==> config.mk <==
export PLATFORM = sky130hd
export DESIGN_NAME = serial_frame_deframer
export DESIGN_NICKNAME = d
export VERILOG_FILES = /design/src/rtl/core/sfd_pkg.sv /design/src/rtl/core/serial_frame_deframer.sv /design/src/rtl/core/sfd_cfg_regs.sv /design/src/rtl/core/sfd_parser.sv
export SDC_FILE = /design/constraint.sdc
export NUM_CORES = 1
export LEC_CHECK = 0
export ABC_AREA = 1
export ABC_CLOCK_PERIOD_IN_PS = 8550
export BUFFER_PORTS_ARGS = -buffer_cell sky130_fd_sc_hd__buf_2
export CAP_MARGIN = 25
export CORE_ASPECT_RATIO = 2
export CORE_MARGIN = 3
export CORE_UTILIZATION = 33
export CTS_CLUSTER_DIAMETER = 60
export DETAILED_ROUTE_END_ITERATION = 8
export GPL_ROUTABILITY_DRIVEN = 1
export SYNTH_ARGS = -nofsm -noshare
export SYNTH_HDL_FRONTEND = slang
export SYNTH_HIERARCHICAL = 1
export SYNTH_SLANG_ARGS = --single-unit
==> constraint.sdc <==
create_clock -name clk -period 8.55 [get_ports clk]
set_input_delay 0.855 -clock clk [delete_from_list [all_inputs] [get_ports clk]]
set_output_delay 0.855 -clock clk [all_outputs]
set_load 0.005 [all_outputs]
==> src/rtl/core/sfd_pkg.sv <==
`default_nettype none

package sfd_pkg;

  localparam int unsigned ByteW   = 8;
  localparam int unsigned CfgIdxW = 2;
  localparam int unsigned CountW  = 9;

  typedef enum logic [CfgIdxW-1:0] {
    REG_START_CHAR_A       = 2'd0,
    REG_START_CHAR_B       = 2'd1,
    REG_MAX_PAYLOAD        = 2'd2,
    REG_IDLE_TIMEOUT_TICKS = 2'd3
  } cfg_reg_t;

  localparam logic [ByteW-1:0] StartCharAReset = 8'd5;
  localparam logic [ByteW-1:0] StartCharBReset = 8'd5;
  localparam logic [ByteW-1:0] MaxPayloadReset = 8'd64;
  localparam logic [ByteW-1:0] IdleTicksReset  = 8'd3;

  typedef enum logic {
    REQ_BYTE = 1'b0,
    REQ_TICK = 1'b1
  } req_t;

  typedef enum logic [2:0] {
    KIND_START    = 3'd0,
    KIND_ADDRESS  = 3'd1,
    KIND_LENGTH   = 3'd2,
    KIND_PAYLOAD  = 3'd3,
    KIND_CHECKSUM = 3'd4
  } kind_t;

  typedef enum logic [2:0] {
    STAT_ONGOING  = 3'd0,
    STAT_GOOD     = 3'd1,
    STAT_BAD_SUM  = 3'd2,
    STAT_OVERSIZE = 3'd3,
    STAT_TIMEOUT  = 3'd4
  } status_t;

  typedef struct packed {
    logic             req_type;
    logic [ByteW-1:0] rx_byte;
  } in_item_t;

  typedef struct packed {
    logic [ByteW-1:0] out_byte;
    logic [2:0]       byte_kind;
    logic             frame_end;
    logic [2:0]       frame_status;
  } out_item_t;

  typedef struct packed {
    logic [ByteW-1:0] start_char_a;
    logic [ByteW-1:0] start_char_b;
    logic [ByteW-1:0] max_payload;
    logic [ByteW-1:0] idle_timeout_ticks;
  } cfg_t;

endpackage

`default_nettype wire

==> src/rtl/core/serial_frame_deframer.sv <==
`default_nettype none

// Byte-wise deframer for start, address, length, payload and additive checksum
// frames; timer ticks and received bytes share the input channel. Each transfer
// is registered on input, parsed combinationally against the parser state and
// its result, if any, is held in an output register, so one item is taken every
// cycle while the output side keeps up. The input register moves forward only
// when the output register is empty or being emptied in the same cycle, which
// is what sets the rate: one item per cycle. Each result passes through the
// input register and then the output register before its output transfer.
// Dropped bytes give no output transfer, and ticks give one only when they
// time out a partial frame.

module serial_frame_deframer
  import sfd_pkg::*;
(
  input  wire logic               clk,
  input  wire logic               rst,
  input  wire logic               in_valid,
  output logic                    in_ready,
  input  wire in_item_t           in_data,
  output logic                    out_valid,
  input  wire logic               out_ready,
  output out_item_t               out_data,
  input  wire logic               cfg_we,
  input  wire logic [CfgIdxW-1:0] cfg_index,
  input  wire logic [ByteW-1:0]   cfg_data
);

  cfg_t      cfg;
  in_item_t  item;
  logic      item_valid;
  logic      advance;
  logic      has_result;
  out_item_t result;

  sfd_cfg_regs u_cfg (
    .clk       (clk),
    .rst       (rst),
    .cfg_we    (cfg_we),
    .cfg_index (cfg_index),
    .cfg_data  (cfg_data),
    .cfg       (cfg)
  );

  assign advance  = item_valid && (!out_valid || out_ready);
  assign in_ready = !item_valid || advance;

  sfd_parser u_parser (
    .clk        (clk),
    .rst        (rst),
    .cfg        (cfg),
    .step       (advance),
    .item       (item),
    .has_result (has_result),
    .result     (result)
  );

  always_ff @(posedge clk) begin
    if (rst) begin
      item_valid <= 1'b0;
    end else if (in_ready) begin
      item_valid <= in_valid;
    end
  end

  always_ff @(posedge clk) begin
    if (in_valid && in_ready) begin
      item <= in_data;
    end
  end

  always_ff @(posedge clk) begin
    if (rst) begin
      out_valid <= 1'b0;
    end else if (advance) begin
      out_valid <= has_result;
    end else if (out_ready) begin
      out_valid <= 1'b0;
    end
  end

  always_ff @(posedge clk) begin
    if (advance && has_result) begin
      out_data <= result;
    end
  end

endmodule

`default_nettype wire

==> src/rtl/core/sfd_cfg_regs.sv <==
`default_nettype none

module sfd_cfg_regs
  import sfd_pkg::*;
(
  input  wire logic               clk,
  input  wire logic               rst,
  input  wire logic               cfg_we,
  input  wire logic [CfgIdxW-1:0] cfg_index,
  input  wire logic [ByteW-1:0]   cfg_data,
  output cfg_t                    cfg
);

  always_ff @(posedge clk) begin
    if (rst) begin
      cfg.start_char_a       <= StartCharAReset;
      cfg.start_char_b       <= StartCharBReset;
      cfg.max_payload        <= MaxPayloadReset;
      cfg.idle_timeout_ticks <= IdleTicksReset;
    end else if (cfg_we) begin
      case (cfg_reg_t'(cfg_index))
        REG_START_CHAR_A:       cfg.start_char_a       <= cfg_data;
        REG_START_CHAR_B:       cfg.start_char_b       <= cfg_data;
        REG_MAX_PAYLOAD:        cfg.max_payload        <= cfg_data;
        REG_IDLE_TIMEOUT_TICKS: cfg.idle_timeout_ticks <= cfg_data;
        default: ;
      endcase
    end
  end

endmodule

`default_nettype wire

==> src/rtl/core/sfd_parser.sv <==
`default_nettype none

module sfd_parser
  import sfd_pkg::*;
(
  input  wire logic     clk,
  input  wire logic     rst,
  input  wire cfg_t     cfg,
  input  wire logic     step,
  input  wire in_item_t item,
  output logic          has_result,
  output out_item_t     result
);

  typedef enum logic [1:0] {
    PH_START = 2'd0,
    PH_ADDR  = 2'd1,
    PH_LEN   = 2'd2,
    PH_BODY  = 2'd3
  } phase_t;

  phase_t            parse_phase, parse_phase_next;
  logic [ByteW-1:0]  running_sum, running_sum_next;
  logic [ByteW-1:0]  frame_length, frame_length_next;
  logic [CountW-1:0] bytes_after_length, bytes_after_length_next;
  logic [ByteW-1:0]  idle_counter, idle_counter_next;

  logic [ByteW-1:0] b;
  logic [ByteW-1:0] sum_plus;
  logic [ByteW-1:0] idle_dec;

  assign b        = item.rx_byte;
  assign sum_plus = running_sum + b;
  assign idle_dec = idle_counter - 1'b1;

  always_comb begin
    parse_phase_next        = parse_phase;
    running_sum_next        = running_sum;
    frame_length_next       = frame_length;
    bytes_after_length_next = bytes_after_length;
    idle_counter_next       = idle_counter;
    has_result              = 1'b0;
    result.out_byte         = b;
    result.byte_kind        = KIND_START;
    result.frame_end        = 1'b0;
    result.frame_status     = STAT_ONGOING;

    if (item.req_type == REQ_TICK) begin
      result.out_byte = '0;
      if (idle_counter != '0) begin
        idle_counter_next = idle_dec;
        // Expiry drops only a frame that has started.
        if (idle_dec == '0 && parse_phase != PH_START) begin
          parse_phase_next        = PH_START;
          bytes_after_length_next = '0;
          has_result              = 1'b1;
          result.frame_end        = 1'b1;
          result.frame_status     = STAT_TIMEOUT;
        end
      end
    end else begin
      idle_counter_next = cfg.idle_timeout_ticks;
      case (parse_phase)
        PH_START: begin
          if (b == cfg.start_char_a || b == cfg.start_char_b) begin
            running_sum_next        = b;
            bytes_after_length_next = '0;
            parse_phase_next        = PH_ADDR;
            has_result              = 1'b1;
          end
        end
        PH_ADDR: begin
          running_sum_next = sum_plus;
          parse_phase_next = PH_LEN;
          has_result       = 1'b1;
          result.byte_kind = KIND_ADDRESS;
        end
        PH_LEN: begin
          has_result       = 1'b1;
          result.byte_kind = KIND_LENGTH;
          if (b <= cfg.max_payload) begin
            running_sum_next        = sum_plus;
            frame_length_next       = b;
            bytes_after_length_next = '0;
            parse_phase_next        = PH_BODY;
          end else begin
            parse_phase_next    = PH_START;
            result.frame_end    = 1'b1;
            result.frame_status = STAT_OVERSIZE;
          end
        end
        default: begin
          running_sum_next        = sum_plus;
          bytes_after_length_next = bytes_after_length + 1'b1;
          has_result              = 1'b1;
          if (bytes_after_length < {1'b0, frame_length}) begin
            result.byte_kind = KIND_PAYLOAD;
          end else begin
            parse_phase_next    = PH_START;
            result.byte_kind    = KIND_CHECKSUM;
            result.frame_end    = 1'b1;
            result.frame_status = (b == running_sum) ? STAT_GOOD : STAT_BAD_SUM;
          end
        end
      endcase
    end
  end

  always_ff @(posedge clk) begin
    if (rst) begin
      parse_phase        <= PH_START;
      running_sum        <= '0;
      frame_length       <= '0;
      bytes_after_length <= '0;
      idle_counter       <= '0;
    end else if (step) begin
      parse_phase        <= parse_phase_next;
      running_sum        <= running_sum_next;
      frame_length       <= frame_length_next;
      bytes_after_length <= bytes_after_length_next;
      idle_counter       <= idle_counter_next;
    end
  end

endmodule

`default_nettype wire
==> results_dict.tcl, run 1 <==
set metrics [dict create \
    outcome "complete, no violations" \
    hold_end "u_cfg/cfg[0]$_SDFFE_PP1P_" \
    path_clk_slew_ps 70 \
    fillers 1604 \
    drc_errors 0 \
    root_buffer "clkbuf_16" \
    worstPathRequired_ps 8790 \
    grt_max_degree 33 \
    maxCapViolCount 0 \
    layout-drive-gt1-share_pct 9.66 \
    globalplace.congestion 0.888 \
    critPathCaptureType "flip-flop" \
    wire_per_inst_um 14.1 \
    core-area_sq_um 15300 \
    slew_viol_final 0 \
    drtIter0Drc 207 \
    synth_edf_count 24 \
    cp_data_arrival_time_ps 3090 \
    worstReg2RegStart "item[7]$_DFFE_PP_" \
    grt_pass1_wl_um 21700 \
    syn2layout_area_growth_pct 13.7 \
    htree_levels 3 \
    cp_common_cell "nor2_1" \
    reg2reg_to "u_parser/running_sum[3]$_SDFFE_PP0P_" \
    dp_hpwl_um 10100 \
    cts_sinks 93 \
    synth_nets 775 \
    clock_path_buffers 2 \
    vias 4560 \
    routed_wl_um 13400 \
    ys.flop_type "dfxtp_1" \
    worstHoldStart "u_cfg/cfg[0]$_SDFFE_PP1P_" \
    leakagePower_nw 2.79 \
    fp.dieArea_sq_um 17300 \
    clk_latency_ps 350 \
    ir_drop_uv 96.8 \
    cts.hold.buffers_added 0 \
    row_count 64 \
    fmax_mhz 352 \
    dr.pass1.iters 5 \
    grt_antenna_before_repair 0 \
    rsz0062_at_grt "no" \
    cts_tree "yes" \
    max_stage_delay_ps 700 \
    hold_viol 0 \
    finish.utilization_pct 38.4 \
    power.density_nw_per_um2 186 \
    slowest_stage "nor2_1" \
    path_cells "ha_1 > nand2_1 > nor2_1 > nand4_1 > nand3_1 > inv_1 > nor2_1 > inv_1 > o21ai_0 > nor2_1" \
    power.total_w 0.00109 \
    grt_pass1_vias 4337 \
    diodes 0 \
    final_cell_mix "nand2_1 (172), inv_1 (108), nor2_1 (99), dfxtp_1 (69), a21oi_1 (46)" \
    numPortBuffers 40 \
    synth_cell_type_count 41 \
    yosys_warnings 6 \
    yosysSeqAreaShare_pct 40.7 \
    num-nets-final 806 \
    post-route-min-period_ps 2840 \
    period_share_pct 33.3 \
    cts_setup_buffers 0 \
    maxSlewHeadroom_pct 32.8 \
    crit_type "reg -> reg" \
    clock_skew_ps 9.63 \
    initial_core_util_pct 33.8 \
    io_pins 41 \
    via_per_inst 4.78 \
    hp-class "reg -> reg" \
    grt_use_total_pct 16.2 \
    grt_overflow 0 \
    path_max_fanout 13 \
    ff2ff_setup_slack_ps 5710 \
    fin_setup_tns_ps 0 \
    syn-instance-count 720 \
    setup_violations 0 \
    reg2reg_depth 10 \
    startpoint "item[7]$_DFFE_PP_" \
    cts_resized 0 \
    async_flop_share_pct 0 \
    cts_made_buffers 9 \
    die_h_um 183 \
    worstMarginPinSlew_ps 1010 \
    worstHoldPathCells 2 \
    critPathLaunchType "flip-flop" \
    syn_area_per_cell_sq_um 7.17 \
    ant_nets 0 \
    ys_ff_latch 93 \
    die_w_um 94.5 \
    final_common_cell "nand2_1" \
    syn_area_sq_um 5160 \
]
==> registers in the layout, summed over array words and instances, names as in the netlist, 2 cells and up <==
name                         flops
u_parser/parse_phase             2
u_parser/bytes_after_length      9
item                             9
out_data                        15
u_cfg/cfg                       32
u_parser/idle_counter            8
u_parser/running_sum             8
u_parser/frame_length            8
==> through the flow <==
step           instance area (sq um)  hold slack [ps]  instances  setup slack (ps)
2_1_floorplan                   5160              429        720              5600
5_1_grt                         5870              502        954              5420
3_3_place_gp                    5520              444        937              5450
6_report                        5870              472        954              5710
3_5_place_dp                    5520              455        937              5390
4_1_cts                         5860              474        953              5390
==> cells by family after synthesis <==
| family | after synthesis | share of synthesized area [%] |
|---|---|---|
| adders and majority gates | 31 | 7.66 |
| xor gates and xnor gates | 16 | 2.71 |
| buffers and inverters | 132 | 10.1 |
| DFF | 93 | 40.7 |
| and+or+nand+nor | 350 | 28.5 |
| AOI/OAI and AO/OA | 98 | 10.3 |
==> how the worst max path moves through the flow <==
stage | cells after the start | endpoint
floorplan | 10 | out_data[0]$_DFFE_PP_
global placement | 11 | out_data[10]$_DFFE_PP_
CTS | 11 | out_data[7]$_DFFE_PP_
finish | 10 | u_parser/running_sum[3]$_SDFFE_PP0P_
global route | 10 | u_parser/running_sum[5]$_SDFFE_PP0P_
detailed placement | 11 | out_data[11]$_DFFE_PP_
==> where the power goes <==
group	switching [W]	internal, W	total [W]
clock	0.000181	0.000289	0.000470
combinational	0.0000866	0.0000485	0.000135
sequential	0.0000175	0.000469	0.000486
==> per-layer routing <==
metal / up-vias / wire length (um) / track usage (%)
met5: - / 0 / 0
met4: 0 / 499 / 8.04
met3: 34 / 494 / 2.50
li1: 2353 / - / -
met2: 119 / 7320 / 30.2
met1: 2054 / 5110 / 17.3
==> worst max-delay path, delay by kind of cell, from the launching register on <==
kind | cells | cell delay (ps)
AOI/OAI and AO/OA | 1 | 220
adders and majority gates | 1 | 350
buffers and inverters | 2 | 280
DFF | 1 | 510
and+or+nand+nor | 6 | 1380
==> cells in the mapped netlist (2+ instances only) <==
library cell	instances	area [sq um]
a31oi_1	3	18.8
nor3_1	5	25.0
a21boi_0	2	15.0
edfxtp_1	24	721
xnor2_1	13	114
nand4_1	15	93.8
o21ai_0	32	160
o211ai_1	3	22.5
nor2_2	5	31.3
clkbuf_1	10	37.5
nand2_1	172	646
a21oi_1	46	230
o21ai_1	2	10.0
a21o_1	2	15.0
ha_1	30	375
nand3_1	42	210
nand2_2	4	25.0
or2_2	2	12.5
xor2_1	3	26.3
dfxtp_1	69	1380
nor2_1	99	372
buf_2	8	40.0
inv_1	108	405
a211oi_1	4	30.0
==> cell type report <==
class	count	area, sq um	area share (%)
Timing Repair Buffer	42	219	3.73
Inverter	110	413	7.03
Clock inverter	6	116	1.98
Sequential cell	93	2100	35.8
Clock buffer	10	229	3.90
Tap cell	198	248	4.22
Multi-Input combinational cell	495	2550	43.4
No activity file was read; power rests on OpenSTA's default activity.
==> run 2: changes to the inputs <==
--- a/config.mk
+++ b/config.mk
@@ -6,7 +6,7 @@
 export NUM_CORES = 1
 export LEC_CHECK = 0
 export ABC_AREA = 1
-export ABC_CLOCK_PERIOD_IN_PS = 8550
+export ABC_CLOCK_PERIOD_IN_PS = 2750
 export BUFFER_PORTS_ARGS = -buffer_cell sky130_fd_sc_hd__buf_2
 export CAP_MARGIN = 25
 export CORE_ASPECT_RATIO = 2
==> constraint.sdc (replaced) <==
create_clock -name clk -period 2.75 [get_ports clk]
set_input_delay 0.275 -clock clk [delete_from_list [all_inputs] [get_ports clk]]
set_output_delay 0.275 -clock clk [all_outputs]
set_load 0.005 [all_outputs]
==> run 2 against run 1 <==
  * Final area up 1.8%
  * Non-clock buffer count rose by 15
  * Via count rose by 0.29%
  * Critical path type unchanged
  * Die area unchanged
  * Combinational power rose to 3.3 times the previous value
  * Register-to-register slack worse by 5300 ps
  * Maximum frequency increased by 24%
  * Worst hold slack got worse by 380 ps
  * Highest routed layer unchanged
  * Final cell count up 1.6%
  * Clock power increased to 3.1 times the previous value
  * Critical path depth rose by 1
==> results_dict.tcl, run 2 (same netlist as run 1, synthesis figures left out) <==
set metrics [dict create \
    path_max_fanout 15 \
    globalplace.congestion 0.839 \
    worstHoldPathCells 1 \
    critPathCaptureType "flip-flop" \
    wl_met2_um 7610 \
    worstReg2RegStart "u_parser/idle_counter[0]$_SDFFE_PP0P_" \
    slew_viol_final 0 \
    leakagePower_nw 2.86 \
    wire_per_inst_um 13.9 \
    initial_core_util_pct 33.8 \
    final_cell_mix "nand2_1 (172), inv_1 (108), nor2_1 (99), dfxtp_1 (69), a21oi_1 (46)" \
    met1_length_um 5100 \
    hold_end "item[8]$_DFFE_PP_" \
    ant_nets 0 \
    layout-drive-gt1-share_pct 11.3 \
    post-route-min-period_ps 2300 \
    hp-class "in -> reg" \
    drtIter0Drc 276 \
    pre_cts_ws_ps 446 \
    fin_ws_ps 448 \
    fmax_mhz 434 \
    io_pins 41 \
    row_count 64 \
    critPathLaunchType "flip-flop" \
    cts_sinks 93 \
    crit_type "reg -> reg" \
    setup_violations 0 \
    worstPathRequired_ps 2800 \
    via_per_inst 4.72 \
    max_flop_register "u_cfg/cfg" \
    largest_reg_flops 32 \
    grt_max_degree 33 \
    die_w_um 94.5 \
    grt_pass1_wl_um 22000 \
    finish.utilization_pct 39.1 \
    top_layer_used "met4" \
    cts_made_buffers 9 \
    rsz0062_at_grt "no" \
    fin_setup_tns_ps 0 \
    maxSlewHeadroom_pct 62.9 \
    reg_top3 "u_cfg/cfg (32), out_data (15)" \
    cts_setup_buffers 0 \
    clk_latency_ps 350 \
    hold_viol 0 \
    dr.pass1.iters 7 \
    fp.dieArea_sq_um 17300 \
    ir_drop_uv 312 \
    design_area_sq_um 5980 \
    routed_wl_um 13400 \
    cts.hold.buffers_added 0 \
    root_buffer "clkbuf_16" \
    power.density_nw_per_um2 569 \
    final_common_cell "nand2_1" \
    wl_met3_um 350 \
    core-area_sq_um 15300 \
    syn2layout_area_growth_pct 15.7 \
    ff2ff_setup_slack_ps 450 \
    grt_use_total_pct 16.6 \
    cts_resized 0 \
    cp_data_arrival_time_ps 2350 \
    grt_pass1_vias 4460 \
    outcome "complete, no violations" \
    grt_overflow 0 \
    cts_tree "yes" \
    period_share_pct 83.7 \
    reg2reg_to "out_data[11]$_DFFE_PP_" \
    worstHoldStart "in_data[8]" \
    worstMarginPinSlew_ps 555 \
    diodes 0 \
    power.total_w 0.00340 \
    dp_hpwl_um 10500 \
    place_area_sq_um 5640 \
    maxCapViolCount 0 \
    clock_path_buffers 2 \
    reg2reg_depth 11 \
    numPortBuffers 40 \
    drc_errors 0 \
    clock_skew_ps 12.5 \
    ff_latch_area_sq_um 2100 \
    fillers 1606 \
    vias 4573 \
    multi_input_area_sq_um 2550 \
    die_h_um 183 \
    num-nets-final 821 \
    grt_antenna_before_repair 0 \
    path_clk_slew_ps 70 \
    htree_levels 3 \
]
[run 2: cell count changes in the layout (fill, tap and decap cells not counted)]
cell	delta
buf_6	-1
buf_4	+16
clkinv_4	-1
clkbuf_1	+1
[run 2: metal layers]
metal  track usage [%]  vias to the layer above
li1                  -                     2392
met1              17.3                     2074
met2              31.9                       81
met3              2.05                       26
met4              7.40                        0
met5                 0                        -
[run 2: stage by stage]
step	hold slack, ps	cells
2_1_floorplan	344	720
5_1_grt	85.7	969
4_1_cts	87.9	969
3_3_place_gp	450	953
3_5_place_dp	454	953
6_report	95.2	969
[run 2: where the power goes]
group          switching (W)  leakage, nW  internal (W)
combinational       0.000281         1.90      0.000163
clock               0.000553        0.165      0.000896
sequential         0.0000482        0.793       0.00146
[run 2: worst max-delay path by stage]
stage                                           from                                    end  slack (ps)  depth (start not counted)
2_1_floorplan  u_parser/idle_counter[0]$_SDFFE_PP0P_                  out_data[0]$_DFFE_PP_         250                         10
3_3_place_gp                       item[5]$_DFFE_PP_  u_parser/frame_length[0]$_SDFFE_PP0P_         420                          9
3_5_place_dp                       item[5]$_DFFE_PP_                 out_data[14]$_DFFE_PP_         450                         11
4_1_cts        u_parser/idle_counter[0]$_SDFFE_PP0P_                 out_data[13]$_DFFE_PP_         430                         11
5_1_grt        u_parser/idle_counter[0]$_SDFFE_PP0P_                  out_data[5]$_DFFE_PP_         140                         11
6_report       u_parser/idle_counter[0]$_SDFFE_PP0P_                 out_data[11]$_DFFE_PP_         450                         11
[run 2: critical path, stage by stage (launching register included)]
cell and delay [ps]:
dfxtp_1 370, inv_1 130, ha_1 280, xor2_1 170, nor2_1 90, nand2_1 60, nor2_2 110, nand3_2 110
a21boi_0 180, inv_1 80, nor3_2 150, buf_4 250
[run 2: cell type report]
cell class	count	share of cell area, %
inverters	110	6.91
flip-flops and latches	93	35.2
well taps	198	4.14
multi-input cells	495	42.6
clock buffers	11	3.89
repair buffers	57	5.48
clock inverters	5	1.80
==> run 3: changes to the inputs <==
--- a/config.mk
+++ b/config.mk
@@ -6,7 +6,7 @@
 export NUM_CORES = 1
 export LEC_CHECK = 0
 export ABC_AREA = 1
-export ABC_CLOCK_PERIOD_IN_PS = 2750
+export ABC_CLOCK_PERIOD_IN_PS = 2000
 export BUFFER_PORTS_ARGS = -buffer_cell sky130_fd_sc_hd__buf_2
 export CAP_MARGIN = 25
 export CORE_ASPECT_RATIO = 2
==> constraint.sdc (replaced) <==
create_clock -name clk -period 2 [get_ports clk]
set_input_delay 0.2 -clock clk [delete_from_list [all_inputs] [get_ports clk]]
set_output_delay 0.2 -clock clk [all_outputs]
set_load 0.005 [all_outputs]
==> run 3 against run 2 <==
  * Clock power increased by 12%
  * Highest routed layer unchanged
  * Maximum frequency increased by 8.2%
  * Non-clock buffer count increased by 64
  * Register-to-register slack got worse by 580 ps
  * Largest power group unchanged
  * Clock skew decreased by 4.0 ps
  * Global-route usage increased by 0.31 points
  * Combinational power increased by 82%
  * The flow now finishes with violations (negative setup slack)
  * Worst hold slack got worse by 71 ps
  * Sequential share of layout area decreased by 4.4 points
==> results_dict.tcl, run 3 (same netlist as run 1, synthesis figures left out) <==
set metrics [dict create \
    numPortBuffers 40 \
    worstPathRequired_ps 2280 \
    ff2ff_setup_slack_ps -130 \
    path_clk_slew_ps 70 \
    clock_path_buffers 2 \
    die_w_um 94.5 \
    initial_core_util_pct 33.8 \
    fp.dieArea_sq_um 17300 \
    die_h_um 183 \
    dr.pass1.iters 4 \
    slowest_stage "edfxtp_1" \
    diodes 0 \
    worstMarginPinSlew_ps 640 \
    num-nets-final 886 \
    grt_pass1_wl_um 22500 \
    wire_per_inst_um 14.2 \
    grt_antenna_before_repair 0 \
    ir_drop_uv 453 \
    critPathLaunchType "flip-flop" \
    cp_data_arrival_time_ps 2410 \
    globalplace.congestion 0.851 \
    max_flop_register "u_cfg/cfg" \
    root_buffer "clkbuf_16" \
    crit_type "reg -> reg" \
    setup_violations 40 \
    largest_reg_flops 32 \
    slew_viol_final 0 \
    power.density_nw_per_um2 659 \
    layout-drive-gt1-share_pct 27.4 \
    grt_use_total_pct 16.9 \
    clock_skew_ps 8.53 \
    syn2layout_area_growth_pct 32.5 \
    drtIter0Drc 272 \
    drc_errors 0 \
    via_per_inst 4.69 \
    path_cells "buf_6 > ha_4 > nand2_4 > nor2_4 > nand4_1 > buf_4 > nand3_4 > inv_4 > nor2_4 > buf_6 > o21ai_2 > a21oi_2" \
    maxSlewHeadroom_pct 57.3 \
    grt_overflow 0 \
    path_max_fanout 6 \
    vias 4849 \
    holdWs_ps 24.7 \
    post-route-min-period_ps 2130 \
    grt_pass1_vias 4606 \
    cpLargestDelayFamily "simple AND/OR/NAND/NOR gates" \
    period_share_pct 106 \
    final_cell_mix "nand2_1 (154), nor2_1 (95), inv_1 (93), dfxtp_1 (65), buf_4 (63)" \
    ant_nets 0 \
    final_common_cell "nand2_1" \
    rsz0062_at_grt "yes" \
    critPathCaptureType "flip-flop" \
    fmax_mhz 470 \
    dp_hpwl_um 10800 \
    finish.utilization_pct 44.7 \
    cts_sinks 93 \
    max_stage_delay_ps 430 \
    crit_buf_inv 4 \
    io_pins 41 \
    core-area_sq_um 15300 \
    cts.hold.buffers_added 0 \
    row_count 64 \
    hp-class "in -> reg" \
    htree_levels 3 \
    maxCapViolCount 0 \
    hold_viol 0 \
    cts_tree "yes" \
    outcome "finished with violations" \
    cts_made_buffers 9 \
    clk_latency_ps 350 \
    violations "negative setup slack" \
    leakagePower_nw 3.22 \
    fin_ws_ps -128 \
    reg_top3 "u_cfg/cfg (32), out_data (15)" \
    routed_wl_um 14700 \
    grt_max_degree 33 \
]
==> run 3: cell count changes in the layout (fill, tap and decap cells not counted), sizes merged <==
cell and change:
clkbuf +1, clkinv +4, buf +63, bufinv -3
inv -1, nand3 +1
==> run 3: final cells by class <==
| class | instances | area (sq um) |
|---|---|---|
| fillers | 1512 | 8450 |
| multi-input cells | 496 | 2890 |
| flip-flops and latches | 93 | 2110 |
| repair buffers | 121 | 898 |
| inverters | 110 | 425 |
| well taps | 198 | 248 |
| clock buffers | 11 | 243 |
| clock inverters | 5 | 36.3 |
==> run 3: power by group <==
| part | switching, W | total, W | internal (W) | leakage [nW] |
|---|---|---|---|---|
| Clock | 0.000750 | 0.00163 | 0.000882 | 0.140 |
| Sequential | 0.0000639 | 0.00207 | 0.00201 | 0.794 |
| Combinational | 0.000461 | 0.000809 | 0.000348 | 2.29 |
==> run 3: timing repair <==
item,CTS,global route
gates resized for setup,25,87
gates cloned,1,1
pin swaps,9,34
buffers inserted,2,22
endpoints found under the setup margin,42,46
endpoints found under the hold margin,0,0
==> run 3: worst paths after layout <==
check                                         from                                    end  depth (start not counted)
min                                     in_data[7]                      item[7]$_DFFE_PP_                          1
max reg2reg                      item[4]$_DFFE_PP_   u_parser/running_sum[0]$_SDFFE_PP0P_                         12
min reg2reg  u_parser/frame_length[3]$_SDFFE_PP0P_  u_parser/frame_length[3]$_SDFFE_PP0P_                          2
max                              item[4]$_DFFE_PP_   u_parser/running_sum[0]$_SDFFE_PP0P_                         12
==> run 3: stage by stage <==
stage,cells,total power [W],setup WS [ps],TNS (ps),instance area (sq um)
2_1_floorplan,720,0.00254,-76.2,-1140,5190
3_3_place_gp,992,0.00279,-256,-3350,5970
3_5_place_dp,992,0.00280,-313,-4400,5970
4_1_cts,1011,0.00443,-52.1,-1070,6350
5_1_grt,1034,0.00471,-270,-7930,6840
6_report,1034,0.00451,-128,-3080,6840
==> run 3: per-layer routing <==
layer	track usage, %	share of wire (%)	vias to the layer above
met3	2.87	3.0	25
met5	0	0	-
met4	7.69	2.9	0
met1	17.3	37	2218
li1	-	-	2523
met2	32.2	57	83
